### src/hw/rtl/aigs_pkg.sv
// ----------------------------------------------------------------------------
// aigs_pkg
// shared types and constants of the alpha invert gradient shader
// ----------------------------------------------------------------------------
package aigs_pkg;

  localparam int PIX_W   = 32;
  localparam int OFF_W   = 26;
  localparam int REG_W   = 27;
  localparam int FMT_W   = 2;
  localparam int IDX_W   = 2;
  localparam int CHAN_W  = 5;
  localparam int DVS_W   = REG_W + 2;
  localparam int QUOT_W  = CHAN_W + 1;

  localparam logic [FMT_W-1:0] FMT_ARGB8888 = 2'd0;
  localparam logic [FMT_W-1:0] FMT_ARGB1555 = 2'd1;
  localparam logic [FMT_W-1:0] FMT_ARGB4444 = 2'd2;

  localparam logic [IDX_W-1:0] REG_PIXEL_FORMAT = 2'd0;
  localparam logic [IDX_W-1:0] REG_REGION_BYTES = 2'd1;
  localparam logic [IDX_W-1:0] REG_SOFT_SHADE   = 2'd2;

  localparam logic [PIX_W-1:0] ALPHA8_MASK = 32'hFF00_0000;
  localparam logic [15:0]      ALPHA4_MASK = 16'hF000;
  localparam logic [15:0]      ALPHA1_MASK = 16'h8000;

  typedef struct packed {
    logic s2;
    logic s3;
  } div_en_t;

endpackage

### src/hw/rtl/alpha_invert_gradient_shader_core.sv
// ----------------------------------------------------------------------------
// alpha_invert_gradient_shader_core
// alpha inversion and region gradient shading of one pixel per request
// ----------------------------------------------------------------------------
// Takes one pixel request per clock and passes it through four register
// stages: product and divisor forming, two stages of the quotient unit that
// resolves three bits each per channel, and the final subtract and pack into
// the output register. Throughput is one pixel per cycle whenever the output
// side accepts. Configuration is written through cfg_we, cfg_index and
// cfg_wdata and must not change while requests are in flight.
module alpha_invert_gradient_shader_core import aigs_pkg::*; (
  input  logic               clk,
  input  logic               rst_n,
  input  logic               in_valid,
  output logic               in_ready,
  input  logic [PIX_W-1:0]   in_pixel_in,
  input  logic [OFF_W-1:0]   in_byte_offset,
  output logic               out_valid,
  input  logic               out_ready,
  output logic [PIX_W-1:0]   out_pixel_out,
  input  logic               cfg_we,
  input  logic [IDX_W-1:0]   cfg_index,
  input  logic [REG_W-1:0]   cfg_wdata
);

  logic [FMT_W-1:0] fmt_r;
  logic [REG_W-1:0] region_r;
  logic             soft_r;

  logic v1_r, v2_r, v3_r, v4_r;
  logic rdy1, rdy2, rdy3, rdy4;

  logic [PIX_W-1:0] res1_r, res2_r, res3_r;
  logic             shade1_r, shade2_r, shade3_r;
  logic             rw1_r, rw2_r, rw3_r;
  logic [PIX_W-1:0] xa1_r, xg1_r;
  logic [DVS_W-1:0] dvs1_r;
  logic [PIX_W-1:0] out_r;

  logic [PIX_W-1:0]  res1_nxt;
  logic              shade1_nxt;
  logic              rw1_nxt;
  logic [PIX_W-1:0]  xa1_nxt, xg1_nxt;
  logic [DVS_W-1:0]  dvs1_nxt;
  logic [15:0]       p1555;
  logic [CHAN_W-1:0] r_in, g_in, b_in, na_in;
  logic [REG_W-1:0]  area;
  logic              dbl;
  logic [PIX_W-2:0]  prod_a, prod_g;

  logic [QUOT_W-1:0] qa, qg;
  logic [CHAN_W-1:0] na3, ng3, sa3, sg3;
  logic [PIX_W-1:0]  out_nxt;
  div_en_t           div_en;

  function automatic logic [CHAN_W-1:0] shade_sub(input logic [CHAN_W-1:0] n,
                                                  input logic [QUOT_W-1:0] q);
    logic [CHAN_W-1:0] v;
    if (q > {1'b0, n}) begin
      v = '0;
    end else begin
      v = n - q[CHAN_W-1:0];
    end
    return v;
  endfunction

  // config registers
  always_ff @(posedge clk) begin
    if (!rst_n) begin
      fmt_r    <= FMT_ARGB1555;
      region_r <= REG_W'(1);
      soft_r   <= 1'b0;
    end else if (cfg_we) begin
      unique case (cfg_index)
        REG_PIXEL_FORMAT: fmt_r    <= cfg_wdata[FMT_W-1:0];
        REG_REGION_BYTES: region_r <= cfg_wdata;
        REG_SOFT_SHADE:   soft_r   <= cfg_wdata[0];
        default: ;
      endcase
    end
  end

  // pipeline flow control
  assign rdy4     = !v4_r || out_ready;
  assign rdy3     = !v3_r || rdy4;
  assign rdy2     = !v2_r || rdy3;
  assign rdy1     = !v1_r || rdy2;
  assign in_ready = rdy1;
  assign div_en   = '{s2: rdy2, s3: rdy3};

  always_ff @(posedge clk) begin
    if (!rst_n) begin
      v1_r <= 1'b0;
      v2_r <= 1'b0;
      v3_r <= 1'b0;
      v4_r <= 1'b0;
    end else begin
      if (rdy1) v1_r <= in_valid;
      if (rdy2) v2_r <= v1_r;
      if (rdy3) v3_r <= v2_r;
      if (rdy4) v4_r <= v3_r;
    end
  end

  // stage 1: format decode, products and divisor
  always_comb begin
    p1555      = in_pixel_in[15:0] ^ ALPHA1_MASK;
    r_in       = p1555[14:10];
    g_in       = p1555[9:5];
    b_in       = p1555[4:0];
    rw1_nxt    = r_in >= b_in;
    na_in      = rw1_nxt ? r_in : b_in;
    shade1_nxt = 1'b0;
    unique case (fmt_r)
      FMT_ARGB8888: res1_nxt = in_pixel_in ^ ALPHA8_MASK;
      FMT_ARGB4444: res1_nxt = {16'h0000, in_pixel_in[15:0] ^ ALPHA4_MASK};
      FMT_ARGB1555: begin
        res1_nxt   = p1555[15] ? {16'h0000, p1555} : '0;
        shade1_nxt = p1555[15];
      end
      default: res1_nxt = in_pixel_in;
    endcase
    area = (region_r == '0) ? REG_W'(1) : region_r;
    dbl  = !soft_r && rw1_nxt;
    if (soft_r) begin
      dvs1_nxt = {area, 2'b00};
    end else if (rw1_nxt) begin
      dvs1_nxt = {1'b0, area, 1'b0} + {2'b00, area};
    end else begin
      dvs1_nxt = {1'b0, area, 1'b0};
    end
    prod_a  = (PIX_W-1)'(na_in * in_byte_offset);
    prod_g  = (PIX_W-1)'(g_in * in_byte_offset);
    xa1_nxt = dbl ? {prod_a, 1'b0} : {1'b0, prod_a};
    xg1_nxt = dbl ? {prod_g, 1'b0} : {1'b0, prod_g};
  end

  always_ff @(posedge clk) begin
    if (rdy1) begin
      res1_r   <= res1_nxt;
      shade1_r <= shade1_nxt;
      rw1_r    <= rw1_nxt;
      xa1_r    <= xa1_nxt;
      xg1_r    <= xg1_nxt;
      dvs1_r   <= dvs1_nxt;
    end
    if (rdy2) begin
      res2_r   <= res1_r;
      shade2_r <= shade1_r;
      rw2_r    <= rw1_r;
    end
    if (rdy3) begin
      res3_r   <= res2_r;
      shade3_r <= shade2_r;
      rw3_r    <= rw2_r;
    end
    if (rdy4) begin
      out_r <= out_nxt;
    end
  end

  // stages 2 and 3: quotients for the dominant channel and green
  aigs_div u_div_a (
    .clk      (clk),
    .en       (div_en),
    .dividend (xa1_r),
    .divisor  (dvs1_r),
    .quot     (qa)
  );

  aigs_div u_div_g (
    .clk      (clk),
    .en       (div_en),
    .dividend (xg1_r),
    .divisor  (dvs1_r),
    .quot     (qg)
  );

  // stage 4: subtract and pack
  always_comb begin
    na3 = rw3_r ? res3_r[14:10] : res3_r[4:0];
    ng3 = res3_r[9:5];
    sa3 = shade_sub(na3, qa);
    sg3 = shade_sub(ng3, qg);
    if (!shade3_r) begin
      out_nxt = res3_r;
    end else if (rw3_r) begin
      out_nxt = {16'h0000, 1'b1, sa3, sg3, res3_r[4:0]};
    end else begin
      out_nxt = {16'h0000, 1'b1, res3_r[14:10], sg3, sa3};
    end
  end

  assign out_valid     = v4_r;
  assign out_pixel_out = out_r;

  a_reset_empty: assert property (@(posedge clk)
    !rst_n |=> !out_valid)
    else $error("output valid right after reset");

  a_stage_advance: assert property (@(posedge clk) disable iff (!rst_n)
    v3_r && rdy4 |=> out_valid)
    else $error("request lost between last stages");

  a_shade_form: assert property (@(posedge clk) disable iff (!rst_n)
    v3_r && rdy4 && shade3_r |=> out_pixel_out[31:15] == 17'h00001)
    else $error("shaded pixel lost its alpha bit or upper half");

  a_shade_darkens: assert property (@(posedge clk) disable iff (!rst_n)
    v3_r && rdy4 && shade3_r |=>
      out_pixel_out[9:5] <= $past(res3_r[9:5]))
    else $error("green channel got brighter");

endmodule

### src/hw/rtl/aigs_div.sv
// ----------------------------------------------------------------------------
// aigs_div
// two-stage quotient unit, bit 5 set for any quotient of 32 or more
// ----------------------------------------------------------------------------
module aigs_div import aigs_pkg::*; (
  input  logic               clk,
  input  div_en_t            en,
  input  logic [PIX_W-1:0]   dividend,
  input  logic [DVS_W-1:0]   divisor,
  output logic [QUOT_W-1:0]  quot
);

  localparam int CMP_W = DVS_W + QUOT_W;

  logic [PIX_W-1:0]  rem2_r;
  logic [QUOT_W-1:0] q2_r;
  logic [DVS_W-1:0]  dvs2_r;
  logic [QUOT_W-1:0] q3_r;

  logic [CMP_W-1:0]  rem2_nxt;
  logic [QUOT_W-1:0] q2_nxt;
  logic [CMP_W-1:0]  cand2;
  logic [CMP_W-1:0]  rem3;
  logic [QUOT_W-1:0] q3_nxt;
  logic [CMP_W-1:0]  cand3;

  // overflow check, then quotient bits 4 and 3
  always_comb begin
    rem2_nxt = CMP_W'(dividend);
    q2_nxt   = '0;
    cand2    = CMP_W'({divisor, {CHAN_W{1'b0}}});
    if (rem2_nxt >= cand2) begin
      q2_nxt[CHAN_W] = 1'b1;
    end
    for (int k = CHAN_W - 1; k >= CHAN_W - 2; k--) begin
      cand2 = CMP_W'(divisor) << k;
      if (rem2_nxt >= cand2) begin
        rem2_nxt  = rem2_nxt - cand2;
        q2_nxt[k] = 1'b1;
      end
    end
  end

  // quotient bits 2 to 0
  always_comb begin
    rem3   = CMP_W'(rem2_r);
    q3_nxt = q2_r;
    cand3  = '0;
    for (int k = CHAN_W - 3; k >= 0; k--) begin
      cand3 = CMP_W'(dvs2_r) << k;
      if (rem3 >= cand3) begin
        rem3      = rem3 - cand3;
        q3_nxt[k] = 1'b1;
      end
    end
  end

  always_ff @(posedge clk) begin
    if (en.s2) begin
      rem2_r <= rem2_nxt[PIX_W-1:0];
      q2_r   <= q2_nxt;
      dvs2_r <= divisor;
    end
    if (en.s3) begin
      q3_r <= q3_nxt;
    end
  end

  assign quot = q3_r;

endmodule
### config.mk
export PLATFORM = sky130hd
export DESIGN_NAME = alpha_invert_gradient_shader_core
export DESIGN_NICKNAME = d
export VERILOG_FILES = /design/src/hw/rtl/aigs_pkg.sv /design/src/hw/rtl/alpha_invert_gradient_shader_core.sv /design/src/hw/rtl/aigs_div.sv
export SDC_FILE = /design/constraint.sdc
export NUM_CORES = 2
export LEC_CHECK = 0
export ABC_CLOCK_PERIOD_IN_PS = 23100
export BUFFER_PORTS_ARGS = -buffer_cell sky130_fd_sc_hd__buf_2
export CAP_MARGIN = 30
export CELL_PAD_IN_SITES_DETAIL_PLACEMENT = 2
export CELL_PAD_IN_SITES_GLOBAL_PLACEMENT = 2
export CORE_MARGIN = 3
export CORE_UTILIZATION = 44
export CTS_CLUSTER_DIAMETER = 80
export DETAILED_ROUTE_END_ITERATION = 10
export PLACE_DENSITY_LB_ADDON = 0.05
export SKIP_LAST_GASP = 1
export SLEW_MARGIN = 5
export SYNTH_ARGS = -nofsm -noshare
export SYNTH_HDL_FRONTEND = slang
export SYNTH_SLANG_ARGS = --single-unit
### constraint.sdc
create_clock -name clk -period 23.1 [get_ports clk]
set_clock_uncertainty 0.2 [all_clocks]
set_input_delay 2.31 -clock clk [delete_from_list [all_inputs] [get_ports clk]]
set_output_delay 2.31 -clock clk [all_outputs]
set_load 0.02 [all_outputs]
==> impl_metrics.json <==
{
  "die_area_um2": 93190,
  "synth-edff-count": 338,
  "nets": 5153,
  "critPathMaxStageDelay_ps": 670,
  "synth_top_area_share_pct": 25.75,
  "hold_path_class": "reg -> reg",
  "grt_antenna_before_repair": 13,
  "tightest_slew_ps": 1091,
  "crit_path_start_kind": "flop",
  "hold_buffers": 0,
  "cts_sinks": 372,
  "port_buffers": 125,
  "grt_usage_pct": 31.22,
  "overflow": 0,
  "stdcell_count": 5642,
  "coreArea_um2": 88650,
  "path_class": "reg -> reg",
  "die_h_um": 305.3,
  "cp_slowest_cell": "a311oi_1",
  "max-slew-margin-rel_pct": 26.63,
  "async_flop_share_pct": 0,
  "cts_root_buffer": "clkbuf_16",
  "worstPathRequired_ps": 23310,
  "hold_viol": 0,
  "start_util_pct": 44.46,
  "drt-vias-per-instance": 6.022,
  "cts_setup_buffers": 0,
  "place_area_um2": 41120,
  "synth_cell_types": 87,
  "ant_nets": 0,
  "setup_violations": 0,
  "grt_start_max_net_pins": 72,
  "totalWireLength_mm": 147.5,
  "fin_tns_setup_ps": 0,
  "synth_cells": 4393,
  "drc": 0,
  "cts_max_level": 2,
  "ys_warn_count": 0,
  "cp_max_fo": 45,
  "post-route-period-util_pct": 45.85,
  "gp_congestion": 0.9021,
  "pin_count": 126,
  "layout_commonest_cell": "nand2_1",
  "cts.repair.resized": 0,
  "synth_fp_nets": 5111,
  "fill_cells": 9667,
  "die_w_um": 305.3,
  "max_freq_mhz": 94.41,
  "dp.cells": 5548,
  "grt_pass1_vias": 37945,
  "ys_seq_area_share_pct": 27.48,
  "cts_tree": "built",
  "synth_top_area_cell": "edfxtp_1",
  "post-dp-hpwl_mm": 117.6,
  "period_needed_ps": 10590,
  "detail_route.wl_per_cell_um": 26.14,
  "rsz0062_at_grt": "no",
  "avgSynthCellArea_um2": 8.971,
  "cts_made_buffers": 49,
  "synthFlopType": "edfxtp_1",
  "status": "completed",
  "worstSetupEndpointType": "flop",
  "cts_buffer_depth": 3,
  "clkLatencyLatePin_ps": 650,
  "drt-pass1-iter-count": 5,
  "slew_violations": 0,
  "mappedNetlistArea_um2": 39410,
  "grt_pass1_wl_mm": 227.1,
  "drtIter0Drc": 1810,
  "hold-worst-slack_ps": 213.9,
  "synth.area.top_cells": "edfxtp_1 26%, ha_1 15%, fa_1 7.9%",
  "ys_ff_latch": 372,
  "drive_gt1_share_pct": 9.682,
  "vias": 33977,
  "critPathArrivalTime_ps": 10800,
  "row_count": 109,
  "area_growth_syn_to_layout_pct": 8.601,
  "final_area_um2": 42800,
  "drv_cap": 0,
  "clk_pin_slew_ps": 60,
  "layout_common_cells": "539 x nand2_1, 471 x ha_1, 371 x a21oi_1"
}
## logic make-up after synthesis
family	count (synthesis)	share of synthesized area [%]
AOI/OAI and AO/OA	1158	18.30
muxes	169	4.753
adders and majority gates	626	22.83
and+or+nand+nor	1316	15.84
buffers and inverters	477	4.689
DFF	372	27.48
xor gates and xnor gates	275	6.112
## path summary, 6_finish.rpt
path	start	end	slack, ps	depth (start not counted)
min	res2_r[15]	res3_r[15]	210	0
min reg2reg	res2_r[15]	res3_r[15]	210	0
max	u_div_a.dvs2_r[26]	u_div_a.quot[0]	12510	35
max reg2reg	u_div_a.dvs2_r[26]	u_div_a.quot[0]	12510	35
## metal layers
layer | global-route usage, % | vias to the layer above | routed length [µm]
met4 | 14.93 | 10 | 8004
met3 | 4.261 | 348 | 5445
met1 | 37.03 | 17247 | 60230
li1 | - | 15706 | -
met5 | 0 | - | 71
met2 | 55.76 | 666 | 73740
## synth_stat cells (16+ instances only)
| master | number |
|---|---|
| and2_1 | 88 |
| a21boi_0 | 34 |
| a211oi_1 | 43 |
| nor2_1 | 236 |
| o21a_1 | 57 |
| nand2b_1 | 53 |
| dfxtp_1 | 34 |
| fa_1 | 155 |
| a21oi_1 | 374 |
| nor3_1 | 41 |
| and3_1 | 25 |
| nand3_1 | 69 |
| mux2_2 | 142 |
| xnor2_1 | 185 |
| o31ai_1 | 16 |
| xor2_1 | 90 |
| edfxtp_1 | 338 |
| inv_1 | 308 |
| o21ai_0 | 275 |
| o21bai_1 | 38 |
| clkbuf_1 | 118 |
| ha_1 | 471 |
| a21o_1 | 162 |
| nor2b_1 | 125 |
| buf_1 | 27 |
| nand2_1 | 541 |
| mux2i_1 | 26 |
| nand4_1 | 57 |
| o211ai_1 | 20 |
| nor4_1 | 17 |
| a31oi_1 | 20 |
## cell type report
cell class	count	area, µm²	share of cell area [%]
clock inverters	30	362.8	0.8478
repair buffers	156	893.4	2.087
inverters	312	1176	2.748
clock buffers	58	1280	2.991
diodes	5	12.51	0.02923
flip-flops and latches	372	10830	25.31
well taps	1165	1458	3.406
multi-input cells	3544	26790	62.59
## sequential cells by signal, indices dropped and copies added (netlist names), 2 cells and up
signal          count
res2_r             32
u_div_a.dvs2_r     29
xg1_r              32
u_div_a.q2_r        3
fmt_r               2
u_div_g.q2_r        3
out_pixel_out      32
u_div_a.quot        6
xa1_r              32
u_div_g.rem2_r     32
res3_r             32
dvs1_r             29
region_r           27
u_div_a.rem2_r     32
res1_r             32
u_div_g.quot        6
## critical path, delay by kind of cell (launching register included)
family,cells,cell delay [ps]
adder cells (fa/ha/maj),3,1290
AND/OR/NAND/NOR,8,1830
multiplexers,1,390
AO/OA/AOI/OAI,20,5250
buffers and inverters,3,970
flip-flops,1,370
## stage by stage
step | setup slack (ps) | util [%]
final | 12510 | 48.28
after global routing | 11800 | 48.27
after CTS | 12450 | 48.23
after detailed placement | 12480 | 46.38
after global placement | 12970 | 46.34
after floorplan | 14320 | -
Power is left out: the tool's default activity adds up to more than one toggle a clock period on the data nets, which glitch-free logic cannot reach.
